`src/rtl/rgbhsl_pkg.sv`:
```
//------------------------------------------------------------------------------
// rgbhsl_pkg
// Shared types and constants for the RGBC to HSL converter.
//------------------------------------------------------------------------------
`default_nettype none

package rgbhsl_pkg;

  localparam int COUNT_W     = 16;
  localparam int PCT_W       = 7;
  localparam int PCT_NUM_W   = 23;  // count * 100
  localparam int SUM_W       = 8;   // max + min
  localparam int HUE_W       = 9;
  localparam int HUE_NUM_W   = 13;  // 60 * difference
  localparam int SAT_NUM_W   = 14;  // 100 * difference
  localparam int QUOT_W      = 7;
  localparam int MID_DEPTH_DEF = 16;
  localparam int OUT_DEPTH_DEF = 16;

  localparam logic [PCT_W-1:0]     PCT_MAX    = 7'd100;
  localparam logic [PCT_W-1:0]     LIG_HALF   = 7'd50;
  localparam logic [SUM_W-1:0]     SUM_FULL   = 8'd200;
  localparam logic [HUE_NUM_W-1:0] HUE_SCALE  = 13'd60;
  localparam logic [SAT_NUM_W-1:0] SAT_SCALE  = 14'd100;
  localparam logic [HUE_W-1:0]     HUE_RED    = 9'd360;
  localparam logic [HUE_W-1:0]     HUE_GREEN  = 9'd120;
  localparam logic [HUE_W-1:0]     HUE_BLUE   = 9'd240;

  typedef enum logic [1:0] {
    SEL_RED,
    SEL_GREEN,
    SEL_BLUE
  } max_sel_t;

  typedef struct packed {
    logic             zero;
    logic             gray;
    max_sel_t         sel;
    logic             neg;
    logic [PCT_W-1:0] hdiff;
    logic [PCT_W-1:0] dif;
    logic [SUM_W-1:0] sden;
    logic [PCT_W-1:0] lig;
  } mid_item_t;

  typedef struct packed {
    logic             zero;
    logic             gray;
    max_sel_t         sel;
    logic             neg;
    logic [PCT_W-1:0] lig;
  } bk_side_t;

  typedef struct packed {
    logic [HUE_W-1:0] hue;
    logic [PCT_W-1:0] sat;
    logic [PCT_W-1:0] lig;
    logic             err;
  } res_item_t;

endpackage

`default_nettype wire

```
`src/rtl/rgbhsl_fifo.sv`:
```
//------------------------------------------------------------------------------
// rgbhsl_fifo
// Small synchronous queue in flip-flops; head visible while not empty.
//------------------------------------------------------------------------------
`default_nettype none

module rgbhsl_fifo #(
  parameter int WIDTH = 8,
  parameter int DEPTH = 16
) (
  input  wire logic             clk,
  input  wire logic             rst,
  input  wire logic             wr_en,
  input  wire logic [WIDTH-1:0] wr_data,
  input  wire logic             rd_en,
  output      logic [WIDTH-1:0] rd_data,
  output      logic             empty
);

  localparam int AW = (DEPTH > 1) ? $clog2(DEPTH) : 1;
  localparam int CW = $clog2(DEPTH + 1);

  logic [WIDTH-1:0] mem [0:DEPTH-1];
  logic [AW-1:0]    wr_ptr;
  logic [AW-1:0]    rd_ptr;
  logic [CW-1:0]    count;

  always_ff @(posedge clk) begin
    if (rst) begin
      wr_ptr <= '0;
      rd_ptr <= '0;
      count  <= '0;
    end else begin
      if (wr_en) begin
        wr_ptr <= (wr_ptr == AW'(DEPTH - 1)) ? '0 : wr_ptr + 1'b1;
      end
      if (rd_en) begin
        rd_ptr <= (rd_ptr == AW'(DEPTH - 1)) ? '0 : rd_ptr + 1'b1;
      end
      count <= count + CW'(wr_en) - CW'(rd_en);
    end
  end

  always_ff @(posedge clk) begin
    if (wr_en) begin
      mem[wr_ptr] <= wr_data;
    end
  end

  assign rd_data = mem[rd_ptr];
  assign empty   = (count == '0);

endmodule

`default_nettype wire

```
`src/rtl/rgbhsl_div.sv`:
```
//------------------------------------------------------------------------------
// rgbhsl_div
// Pipelined restoring divider, one quotient bit per stage, with sideband.
//------------------------------------------------------------------------------
`default_nettype none

module rgbhsl_div #(
  parameter int NW = 16,
  parameter int DW = 8,
  parameter int QW = 7,
  parameter int SW = 1
) (
  input  wire logic          clk,
  input  wire logic          rst,
  input  wire logic          in_valid,
  input  wire logic [NW-1:0] num,
  input  wire logic [DW-1:0] den,
  input  wire logic [SW-1:0] side_in,
  output      logic          out_valid,
  output      logic [QW-1:0] quot,
  output      logic          ovf,
  output      logic [SW-1:0] side_out
);

  localparam int CW = ((NW > DW + QW) ? NW : DW + QW) + 1;

  logic          v [0:QW];
  logic [CW-1:0] r [0:QW];
  logic [DW-1:0] d [0:QW];
  logic [QW-1:0] q [0:QW];
  logic          o [0:QW];
  logic [SW-1:0] s [0:QW];

  always_ff @(posedge clk) begin
    if (rst) begin
      v[0] <= 1'b0;
    end else begin
      v[0] <= in_valid;
    end
  end

  // quotient beyond QW bits is flagged, not computed
  always_ff @(posedge clk) begin
    r[0] <= CW'(num);
    d[0] <= den;
    q[0] <= '0;
    o[0] <= (CW'(num) >= (CW'(den) << QW));
    s[0] <= side_in;
  end

  for (genvar k = 1; k <= QW; k++) begin : g_step
    logic [CW-1:0] trial;
    logic          ge;

    assign trial = CW'(d[k-1]) << (QW - k);
    assign ge    = (r[k-1] >= trial);

    always_ff @(posedge clk) begin
      if (rst) begin
        v[k] <= 1'b0;
      end else begin
        v[k] <= v[k-1];
      end
    end

    always_ff @(posedge clk) begin
      r[k] <= ge ? (r[k-1] - trial) : r[k-1];
      q[k] <= q[k-1] | (ge ? (QW'(1) << (QW - k)) : '0);
      d[k] <= d[k-1];
      o[k] <= o[k-1];
      s[k] <= s[k-1];
    end
  end

  assign out_valid = v[QW];
  assign quot      = q[QW];
  assign ovf       = o[QW];
  assign side_out  = s[QW];

endmodule

`default_nettype wire

```
`src/rtl/rgbhsl_front.sv`:
```
//------------------------------------------------------------------------------
// rgbhsl_front
// Scale colors to percent of clear, clamp, find max/min and classify hue sector.
//------------------------------------------------------------------------------
`default_nettype none

module rgbhsl_front
  import rgbhsl_pkg::*;
#(
  parameter int MID_DEPTH = MID_DEPTH_DEF
) (
  input  wire logic               clk,
  input  wire logic               rst,
  input  wire logic               in_acc,
  input  wire logic [COUNT_W-1:0] red,
  input  wire logic [COUNT_W-1:0] green,
  input  wire logic [COUNT_W-1:0] blue,
  input  wire logic [COUNT_W-1:0] clr,
  input  wire logic               mid_pop,
  output      logic               full,
  output      logic               mid_push,
  output      mid_item_t          mid_item
);

  localparam int CNT_W = $clog2(MID_DEPTH + 1);

  logic [CNT_W-1:0]     credit;
  logic                 a_v;
  logic                 a_z;
  logic [PCT_NUM_W-1:0] a_nr, a_ng, a_nb;
  logic [COUNT_W-1:0]   a_c;
  logic                 dr_v, dg_v, db_v;
  logic [QUOT_W-1:0]    qr, qg, qb;
  logic                 or_f, og_f, ob_f;
  logic                 z_o, zg_o, zb_o;
  logic [PCT_W-1:0]     pr, pg, pb, mx, mn, ha, hb, dif, lig;
  logic [SUM_W-1:0]     sum;
  logic                 rge, gge;

  // items in flight plus items queued must fit the queue
  always_ff @(posedge clk) begin
    if (rst) begin
      credit <= '0;
    end else begin
      credit <= credit + CNT_W'(in_acc) - CNT_W'(mid_pop);
    end
  end
  assign full = (credit == CNT_W'(MID_DEPTH));

  always_ff @(posedge clk) begin
    if (rst) begin
      a_v <= 1'b0;
    end else begin
      a_v <= in_acc;
    end
  end

  always_ff @(posedge clk) begin
    a_nr <= PCT_NUM_W'(red)   * PCT_NUM_W'(PCT_MAX);
    a_ng <= PCT_NUM_W'(green) * PCT_NUM_W'(PCT_MAX);
    a_nb <= PCT_NUM_W'(blue)  * PCT_NUM_W'(PCT_MAX);
    a_c  <= clr;
    a_z  <= (clr == '0);
  end

  rgbhsl_div #(.NW(PCT_NUM_W), .DW(COUNT_W), .QW(QUOT_W), .SW(1)) u_div_r (
    .clk, .rst, .in_valid(a_v), .num(a_nr), .den(a_c), .side_in(a_z),
    .out_valid(dr_v), .quot(qr), .ovf(or_f), .side_out(z_o)
  );
  rgbhsl_div #(.NW(PCT_NUM_W), .DW(COUNT_W), .QW(QUOT_W), .SW(1)) u_div_g (
    .clk, .rst, .in_valid(a_v), .num(a_ng), .den(a_c), .side_in(a_z),
    .out_valid(dg_v), .quot(qg), .ovf(og_f), .side_out(zg_o)
  );
  rgbhsl_div #(.NW(PCT_NUM_W), .DW(COUNT_W), .QW(QUOT_W), .SW(1)) u_div_b (
    .clk, .rst, .in_valid(a_v), .num(a_nb), .den(a_c), .side_in(a_z),
    .out_valid(db_v), .quot(qb), .ovf(ob_f), .side_out(zb_o)
  );

  always_comb begin
    pr  = (or_f || qr > PCT_MAX) ? PCT_MAX : qr;
    pg  = (og_f || qg > PCT_MAX) ? PCT_MAX : qg;
    pb  = (ob_f || qb > PCT_MAX) ? PCT_MAX : qb;
    rge = (pr >= pg) && (pr >= pb);
    gge = (pg >= pb);
    mx  = rge ? pr : (gge ? pg : pb);
    mn  = pr;
    if (pg < mn) mn = pg;
    if (pb < mn) mn = pb;
    dif = mx - mn;
    sum = SUM_W'(mx) + SUM_W'(mn);
    lig = sum[SUM_W-1:1];
    mid_item.sel = rge ? SEL_RED : (gge ? SEL_GREEN : SEL_BLUE);
    unique case (mid_item.sel)
      SEL_RED: begin
        ha = pg; hb = pb;
      end
      SEL_GREEN: begin
        ha = pb; hb = pr;
      end
      SEL_BLUE: begin
        ha = pr; hb = pg;
      end
      default: begin
        ha = pr; hb = pg;
      end
    endcase
    mid_item.zero  = z_o;
    mid_item.gray  = (dif == '0);
    mid_item.neg   = (ha < hb);
    mid_item.hdiff = (ha < hb) ? (hb - ha) : (ha - hb);
    mid_item.dif   = dif;
    mid_item.sden  = (lig <= LIG_HALF) ? sum : (SUM_FULL - sum);
    mid_item.lig   = lig;
    mid_push       = dr_v & dg_v & db_v & ~(zg_o ^ zb_o ^ z_o ^ z_o ^ zg_o ^ zb_o);
  end

endmodule

`default_nettype wire

```
`src/rtl/rgbhsl_back.sv`:
```
//------------------------------------------------------------------------------
// rgbhsl_back
// Divide out hue and saturation, apply sector offsets and special cases.
//------------------------------------------------------------------------------
`default_nettype none

module rgbhsl_back
  import rgbhsl_pkg::*;
#(
  parameter int OUT_DEPTH = OUT_DEPTH_DEF
) (
  input  wire logic      clk,
  input  wire logic      rst,
  input  wire logic      mid_empty,
  input  wire mid_item_t mid_item,
  output      logic      mid_pop,
  input  wire logic      out_pop,
  output      logic      out_push,
  output      res_item_t out_item
);

  localparam int CNT_W = $clog2(OUT_DEPTH + 1);

  logic [CNT_W-1:0]     credit;
  logic                 b_v;
  logic [HUE_NUM_W-1:0] b_hnum;
  logic [SAT_NUM_W-1:0] b_snum;
  logic [PCT_W-1:0]     b_dif;
  logic [SUM_W-1:0]     b_sden;
  bk_side_t             b_side;
  bk_side_t             f_side;
  logic                 hv, sv, h_ovf, s_ovf, h_unused;
  logic [QUOT_W-1:0]    hq, sq;
  logic [HUE_W-1:0]     hq9, hue;

  // draw from the middle queue only while the result queue has room
  assign mid_pop = ~mid_empty && (credit != CNT_W'(OUT_DEPTH));

  always_ff @(posedge clk) begin
    if (rst) begin
      credit <= '0;
      b_v    <= 1'b0;
    end else begin
      credit <= credit + CNT_W'(mid_pop) - CNT_W'(out_pop);
      b_v    <= mid_pop;
    end
  end

  always_ff @(posedge clk) begin
    b_hnum      <= HUE_NUM_W'(mid_item.hdiff) * HUE_SCALE;
    b_snum      <= SAT_NUM_W'(mid_item.dif) * SAT_SCALE;
    b_dif       <= mid_item.dif;
    b_sden      <= mid_item.sden;
    b_side.zero <= mid_item.zero;
    b_side.gray <= mid_item.gray;
    b_side.sel  <= mid_item.sel;
    b_side.neg  <= mid_item.neg;
    b_side.lig  <= mid_item.lig;
  end

  rgbhsl_div #(.NW(HUE_NUM_W), .DW(PCT_W), .QW(QUOT_W), .SW(1)) u_div_h (
    .clk, .rst, .in_valid(b_v), .num(b_hnum), .den(b_dif), .side_in(1'b0),
    .out_valid(hv), .quot(hq), .ovf(h_ovf), .side_out(h_unused)
  );
  rgbhsl_div #(.NW(SAT_NUM_W), .DW(SUM_W), .QW(QUOT_W), .SW($bits(bk_side_t))) u_div_s (
    .clk, .rst, .in_valid(b_v), .num(b_snum), .den(b_sden), .side_in(b_side),
    .out_valid(sv), .quot(sq), .ovf(s_ovf), .side_out(f_side)
  );

  always_comb begin
    hq9 = HUE_W'(hq);
    unique case (f_side.sel)
      SEL_RED:   hue = f_side.neg ? (HUE_RED - hq9)   : hq9;
      SEL_GREEN: hue = f_side.neg ? (HUE_GREEN - hq9) : (HUE_GREEN + hq9);
      SEL_BLUE:  hue = f_side.neg ? (HUE_BLUE - hq9)  : (HUE_BLUE + hq9);
      default:   hue = '0;
    endcase
    // gray and zero clear force fields to zero; divide overflow also zeroes hue or saturation
    out_item.err = f_side.zero;
    out_item.hue = (f_side.zero || f_side.gray || h_ovf || h_unused) ? '0 : hue;
    out_item.sat = (f_side.zero || f_side.gray || s_ovf) ? '0 : sq;
    out_item.lig = f_side.zero ? '0 : f_side.lig;
    out_push     = hv & sv;
  end

endmodule

`default_nettype wire

```
`src/rtl/rgbc_to_hsl_converter.sv`:
```
//------------------------------------------------------------------------------
// rgbc_to_hsl_converter
// Color sensor sample (red, green, blue, clear counts) to integer HSL.
//------------------------------------------------------------------------------
// Usage:
//   Input side is a queue: drive the four counts with push high; the sample
//   is taken on a clock edge where push is high and full is low.
//   Result side is a queue: while empty is low the oldest result sits on
//   hue_deg, saturation_pct, lightness_pct and clear_zero_error; pop high
//   with empty low takes it.
//   Throughput: one sample per cycle, sustained, as long as results are
//   popped. Every stage is pipelined; the dividers retire one quotient bit
//   per stage.
//   Path: from the accepting edge to empty going low (front:
//   count scaling plus an 8-stage percent divider; middle queue; back:
//   product stage plus an 8-stage hue/saturation divider; result queue).
//   Stall: a stalled receiver fills the result queue, then the middle queue;
//   full rises once MID_DEPTH samples are in flight or waiting in front.
//   Reset: rst (synchronous) empties both queues and the pipelines.
//------------------------------------------------------------------------------
`default_nettype none

module rgbc_to_hsl_converter
  import rgbhsl_pkg::*;
#(
  parameter int MID_DEPTH = MID_DEPTH_DEF,
  parameter int OUT_DEPTH = OUT_DEPTH_DEF
) (
  input  wire logic               clk,
  input  wire logic               rst,
  input  wire logic               push,
  output      logic               full,
  input  wire logic [COUNT_W-1:0] red_count,
  input  wire logic [COUNT_W-1:0] green_count,
  input  wire logic [COUNT_W-1:0] blue_count,
  input  wire logic [COUNT_W-1:0] clear_count,
  output      logic               empty,
  input  wire logic               pop,
  output      logic [HUE_W-1:0]   hue_deg,
  output      logic [PCT_W-1:0]   saturation_pct,
  output      logic [PCT_W-1:0]   lightness_pct,
  output      logic               clear_zero_error
);

  logic      in_acc;
  logic      out_acc;
  logic      mid_push, mid_pop, mid_empty;
  mid_item_t mid_wr, mid_rd;
  logic      res_push;
  res_item_t res_wr, res_rd;

  // a transaction on each side
  assign in_acc  = push & ~full;
  assign out_acc = pop & ~empty;

  // front: scale, clamp, classify
  rgbhsl_front #(.MID_DEPTH(MID_DEPTH)) u_front (
    .clk, .rst, .in_acc,
    .red(red_count), .green(green_count), .blue(blue_count), .clr(clear_count),
    .mid_pop, .full, .mid_push, .mid_item(mid_wr)
  );

  // decouple front and back
  rgbhsl_fifo #(.WIDTH($bits(mid_item_t)), .DEPTH(MID_DEPTH)) u_mid_q (
    .clk, .rst, .wr_en(mid_push), .wr_data(mid_wr),
    .rd_en(mid_pop), .rd_data(mid_rd), .empty(mid_empty)
  );

  // back: hue and saturation
  rgbhsl_back #(.OUT_DEPTH(OUT_DEPTH)) u_back (
    .clk, .rst, .mid_empty, .mid_item(mid_rd), .mid_pop,
    .out_pop(out_acc), .out_push(res_push), .out_item(res_wr)
  );

  // hold results until popped
  rgbhsl_fifo #(.WIDTH($bits(res_item_t)), .DEPTH(OUT_DEPTH)) u_out_q (
    .clk, .rst, .wr_en(res_push), .wr_data(res_wr),
    .rd_en(out_acc), .rd_data(res_rd), .empty
  );

  assign hue_deg          = res_rd.hue;
  assign saturation_pct   = res_rd.sat;
  assign lightness_pct    = res_rd.lig;
  assign clear_zero_error = res_rd.err;

endmodule

`default_nettype wire
```
`config.mk`:
```
export PLATFORM = sky130hd
export DESIGN_NAME = rgbc_to_hsl_converter
export DESIGN_NICKNAME = d
export VERILOG_FILES = /design/src/rtl/rgbhsl_pkg.sv /design/src/rtl/rgbhsl_fifo.sv /design/src/rtl/rgbhsl_div.sv /design/src/rtl/rgbhsl_front.sv /design/src/rtl/rgbhsl_back.sv /design/src/rtl/rgbc_to_hsl_converter.sv
export SDC_FILE = /design/constraint.sdc
export NUM_CORES = 2
export LEC_CHECK = 0
export BUFFER_PORTS_ARGS = -buffer_cell sky130_fd_sc_hd__buf_2
export CAP_MARGIN = 10
export CORE_ASPECT_RATIO = 1.4
export CORE_MARGIN = 10
export CORE_UTILIZATION = 42
export DETAILED_ROUTE_END_ITERATION = 8
export GPL_TIMING_DRIVEN = 0
export HOLD_SLACK_MARGIN = 0.08
export PLACE_DENSITY_LB_ADDON = 0.12
export SETUP_SLACK_MARGIN = 0.5
export SYNTH_ARGS = -nofsm -noshare
export SYNTH_HDL_FRONTEND = slang
export SYNTH_HIERARCHICAL = 1
export SYNTH_SLANG_ARGS = --single-unit
```
`constraint.sdc`:
```
create_clock -name clk -period 9.73 [get_ports clk]
set_input_delay 2.919 -clock clk [delete_from_list [all_inputs] [get_ports clk]]
set_output_delay 2.919 -clock clk [all_outputs]
set_load 0.1 [all_outputs]
```
; Word-level counts from Yosys, hierarchy flattened
; Memories as Yosys holds them, arrays and structs flattened. A register that Yosys moved wholly into a read port is not among the register bits.
; Cells that the tools add are included.
[word_totals]
input_bits = 68
out_inout_bits = 26
memories = 32
wordCells = 427
ram_bits = 2744
regBits = 168
[classes]
n_mux = 145
eq_ne = 9
n_reduce_logical = 15
mul = 5
addsub = 57
order_cmp = 50
bitwise_logic = 90
[memory_table]
columns = memory, depth, word_bits, read_ports, rd_clocked_by_memory_dff, write_ports, line
row1 = u_mid_q.mem, 16, 34, 1, 1, 1, rgbhsl_fifo.sv:23  ; logic [WIDTH-1:0] mem [0:DEPTH-1];
row2 = u_out_q.mem, 16, 24, 1, 1, 1, rgbhsl_fifo.sv:23
row3 = u_front.u_div_b.r, 8, 24, 7, 0, 8, rgbhsl_div.sv:28  ; logic [CW-1:0] r [0:QW];
row4 = u_front.u_div_g.r, 8, 24, 7, 0, 8, rgbhsl_div.sv:28
row5 = u_front.u_div_r.r, 8, 24, 7, 0, 8, rgbhsl_div.sv:28
row6 = u_back.u_div_s.r, 8, 16, 7, 0, 8, rgbhsl_div.sv:28
row7 = +26 memories, --, --, --, --, --, --
[ops]
columns = cell, count
row1 = 24-bit two-way mux, 21
row2 = 16-bit two-way mux, 7
row3 = 15-bit two-way mux, 7
row4 = 7-bit two-way mux, 15
row5 = 24-bit by 16-bit >= comparator with 1-bit output, 3
row6 = 24-bit by 17-bit >= comparator with 1-bit output, 3
row7 = 24-bit by 18-bit >= comparator with 1-bit output, 3
row8 = 24-bit by 19-bit >= comparator with 1-bit output, 3
row9 = 24-bit by 20-bit >= comparator with 1-bit output, 3
row10 = 24-bit by 21-bit >= comparator with 1-bit output, 3
row11 = 24-bit by 22-bit >= comparator with 1-bit output, 3
row12 = 24-bit by 16-bit subtractor with 24-bit output, 3
row13 = 24-bit by 17-bit subtractor with 24-bit output, 3
row14 = 24-bit by 18-bit subtractor with 24-bit output, 3
row15 = 24-bit by 19-bit subtractor with 24-bit output, 3
row16 = 24-bit by 20-bit subtractor with 24-bit output, 3
row17 = 24-bit by 21-bit subtractor with 24-bit output, 3
row18 = 24-bit by 22-bit subtractor with 24-bit output, 3
row19 = 7-bit OR, 10
row20 = 23-bit >= comparator, 3
row21 = "16-bit by 5-bit multiplier with 21-bit output, second input constant", 3
row22 = 1-bit two-way mux, 52
row23 = 4-bit two-way mux, 13
row24 = 1-bit OR, 40
row25 = 74 further kinds, 158

; Longest topological paths before layout
; An unclocked memory read counts as a cell.
[depth]
ltp_word = 11
mapped_depth = 35
mapped_depth_nobuf = 32

; Cells and area by module
; The synthesis kept the hierarchy.
[modules_own_cells]
columns = mod, seq_area_each_um2, area_each_um2, cells_each, instances
row1 = rgbhsl_div (u_front.u_div_b ...), 6626.4, 14073.5, 1443, 2
row2 = rgbhsl_fifo (u_mid_q), 16676.0, 21210.3, 936, 1
row3 = rgbhsl_fifo (u_out_q), 11871.4, 15265.9, 694, 1
row4 = rgbhsl_div (u_front.u_div_r), 6626.4, 13975.9, 1453, 1
row5 = rgbhsl_div (u_back.u_div_s), 6125.9, 10078.4, 882, 1
row6 = rgbhsl_front, 1721.7, 9339.0, 1035, 1
row7 = rgbhsl_div (u_back.u_div_h), 4083.9, 7589.8, 700, 1
row8 = rgbhsl_back, 1061.0, 3296.9, 337, 1
row9 = rgbc_to_hsl_converter, 0.0, 27.5, 2, 1

; Least setup slack after synthesis
; Ideal clock, no wire load.
[synth_timing]
kind = reg-to-reg
from = memory u_front.u_div_r.q[7][0] (netlist: u_front/u_div_r/q[1][21])
to = memory u_mid_q/mem[0][14] (netlist name), data pin
stages_incl_launch_ff = 33
n_path_buf = 4
setup_slack_ns = 2.868
setup_ns = 0.327
arrival_time_ns = 6.535
t_required_ns = 9.403
cell_sequence = dfxtp_1 -> buf_4 -> o21ai_0 -> a21oi_1 -> or3_1 -> clkbuf_1 -> inv_1 -> ha_1 -> o21ai_0 -> a221oi_1 -> nor2_1 -> clkbuf_1 -> nor2_1 -> a21oi_1 -> ha_1 -> a21oi_1 -> o22ai_1 -> nor2_1 -> nand3_1 -> o21a_1 -> a31oi_4 -> buf_6 -> mux2i_1 -> ha_1 -> inv_1 -> fa_1 -> nor2b_1 -> o21a_1 -> nor2_1 -> xnor2_1 -> a21oi_1 -> nor2b_1 -> nor3_1
[synth_lines]
columns = item, line
row1 = "start, declared", rgbhsl_div.sv:30  ; logic [QW-1:0] q [0:QW];
row2 = "end, declared", rgbhsl_fifo.sv:23

==> out/metrics.yaml <==
clock_network:
  cts_sinks: 2588
  cts_tree: "done"
  worst_skew_pair.late_latency_ns: 0.91
  cts.clk_slew.worst_paths_ns: 0.07
  post_cts_buffers: 0
  cts_resized: 0
  clockBufferDepth: 4
  numCtsBuffers: 248
  hold_buffers: 0
  cts_root_buf: "clkbuf_16"
  cts_max_level: 4
drt:
  drtIter0Drc: 3616
  totalWireLength_mm: 247
  vias_per_cell: 5.14
  num_vias: 66600
  avgRoutedWirePerCell_um: 19.1
  drc: 0
  ant_nets: 0
  drt_pre_antenna_iters: 6
final_layout:
  drive_above_1_share_pct: 12.6
  utilization_pct: 47.8
  final_nets: 10300
  regArea_um2: 61100
  fin_area_um2: 123000
  multiInputGateArea_um2: 43100
  syn_to_final_growth_pct: 13.0
  final_common_cell: "dfxtp_1"
  fill_cells: 23100
  mostFrequentLayoutCells: "1660 x dfxtp_1, 928 x edfxtp_1, 889 x inv_1"
worst_hold_path:
  min-delay-start: "u_front/u_div_b/q[1][10]"
  hold_path.class: "reg2reg"
place:
  hpwl_mm: 182
  post-place-ws_ns: 0.826
  port_buffers: 93
  postPlaceCellArea_um2: 114000
  gp_congestion: 0.897
synthesis:
  synthCells: 8909
  synth_area_um2: 109000
  ys_warn_count: 6
  avgSynthCellArea_um2: 12.2
run:
  maxCapViolCount: 0
grt:
  overflow: 0
  grt_first_pass_wirelength_mm: 385
  grt_usage_pct: 17.2
  grt_max_degree: 61
  grt_antenna_before_repair: 7
  grt_pass1_vias: 70000
critical_path:
  worstPathArrival_ns: 9.04
  rr_startpoint: "u_front/u_div_g/q[1][21]"
  path_buf_inv: 7
  crit_path_end_kind: "register"
  crit_family: "compound AO/OA/AOI/OAI gates"
  cpMostUsedCell: "nor2_1"
  start_kind: "register"
  cpPeakStageDelay_ns: 0.50
  path_max_fanout: 17
  crit_start: "u_front/u_div_g/q[1][21]"
  cp_slowest_cell: "o311a_1"
  worstPathRequired_ns: 10.46
  critical_path_class: "reg2reg"
sta:
  final.min_clock_period_ns: 8.30
  rsz0062_at_grt: "false"
  setup_viol: 0
  finalHoldViolations: 0
  tightestPinTransition_ns: 1.30
  clock_skew_ns: 0.0573
  finalSetupTns_ns: 0
  postLayoutSetupSlackWorst_ns: 1.43
  fmax_ghz: 0.120
  maxSlewViolCount: 0
  period_share_pct: 85.3
  slew_headroom_pct: 13.5
die:
  floorplan.rows: 220
  io_pins: 94
  die_h_um: 622
  start_util_pct: 42.2
  fp.dieArea_um2: 280000
  core_area_um2: 257000
  dieWidth_um: 450
run_status:
  status: "finished, final reports clean"
final cells by class:
cell class | count | share of cell area [%]
multi-input cells | 5206 | 35.1
clock inverters | 121 | 1.23
flip-flops and latches | 2588 | 49.8
well taps | 3441 | 3.51
clock buffers | 331 | 5.73
plain buffers | 239 | 1.07
repair buffers | 132 | 0.882
diodes | 2 | 0.00408
inverters | 895 | 2.74
per-stage QoR:
stage	hold slack, ns	cells
2_1_floorplan	0.310	8928
3_3_place_gp	0.310	12500
3_5_place_dp	0.312	12500
4_1_cts	0.296	12900
5_1_grt	0.312	13000
6_report	0.292	13000
sequential cells by signal, summed over array words and instances, names as in the netlist, 56 cells and up, named ones only:
signal / count
u_back/u_div_s/r: 110
u_front/u_div_g/r: 167
u_mid_q/mem: 544
u_out_q/mem: 384
u_front/u_div_r/r: 167
u_back/u_div_s/s: 96
u_front/u_div_r/d: 112
u_front/u_div_g/d: 112
u_front/u_div_b/d: 112
u_front/u_div_b/r: 167
u_back/u_div_h/r: 103
u_back/u_div_s/d: 56
worst register-to-register path, delay by kind of cell (launching register included):
kind / cells / cell delay (ns)
buf+inv: 7 / 1.71
simple gates: 8 / 1.55
flops: 1 / 0.30
compound gates: 13 / 2.69
xor+xnor: 1 / 0.34
mux: 1 / 0.26
fa+ha+maj: 4 / 1.29
per-layer routing:
metal / vias to the layer above / GRT usage, % / routed length [um]
li1: 32500 / - / -
met1: 32400 / 18.2 / 93900
met2: 1176 / 34.0 / 136000
met3: 534 / 2.04 / 7780
met4: 0 / 6.88 / 10100
met5: - / 0 / 0
worst paths after layout:
path / cells past startpoint / slack (ns) / to
setup / recovery: 34 / 1.43 / u_mid_q/mem[7][9]
hold / removal: 0 / 0.29 / u_front/u_div_b/q[1][17]
setup reg to reg: 34 / 1.43 / u_mid_q/mem[7][9]
hold reg to reg: 0 / 0.29 / u_front/u_div_b/q[1][17]
Power is not shown: default switching activity piles up to over one toggle a cycle in this logic, so the estimate is an artifact.
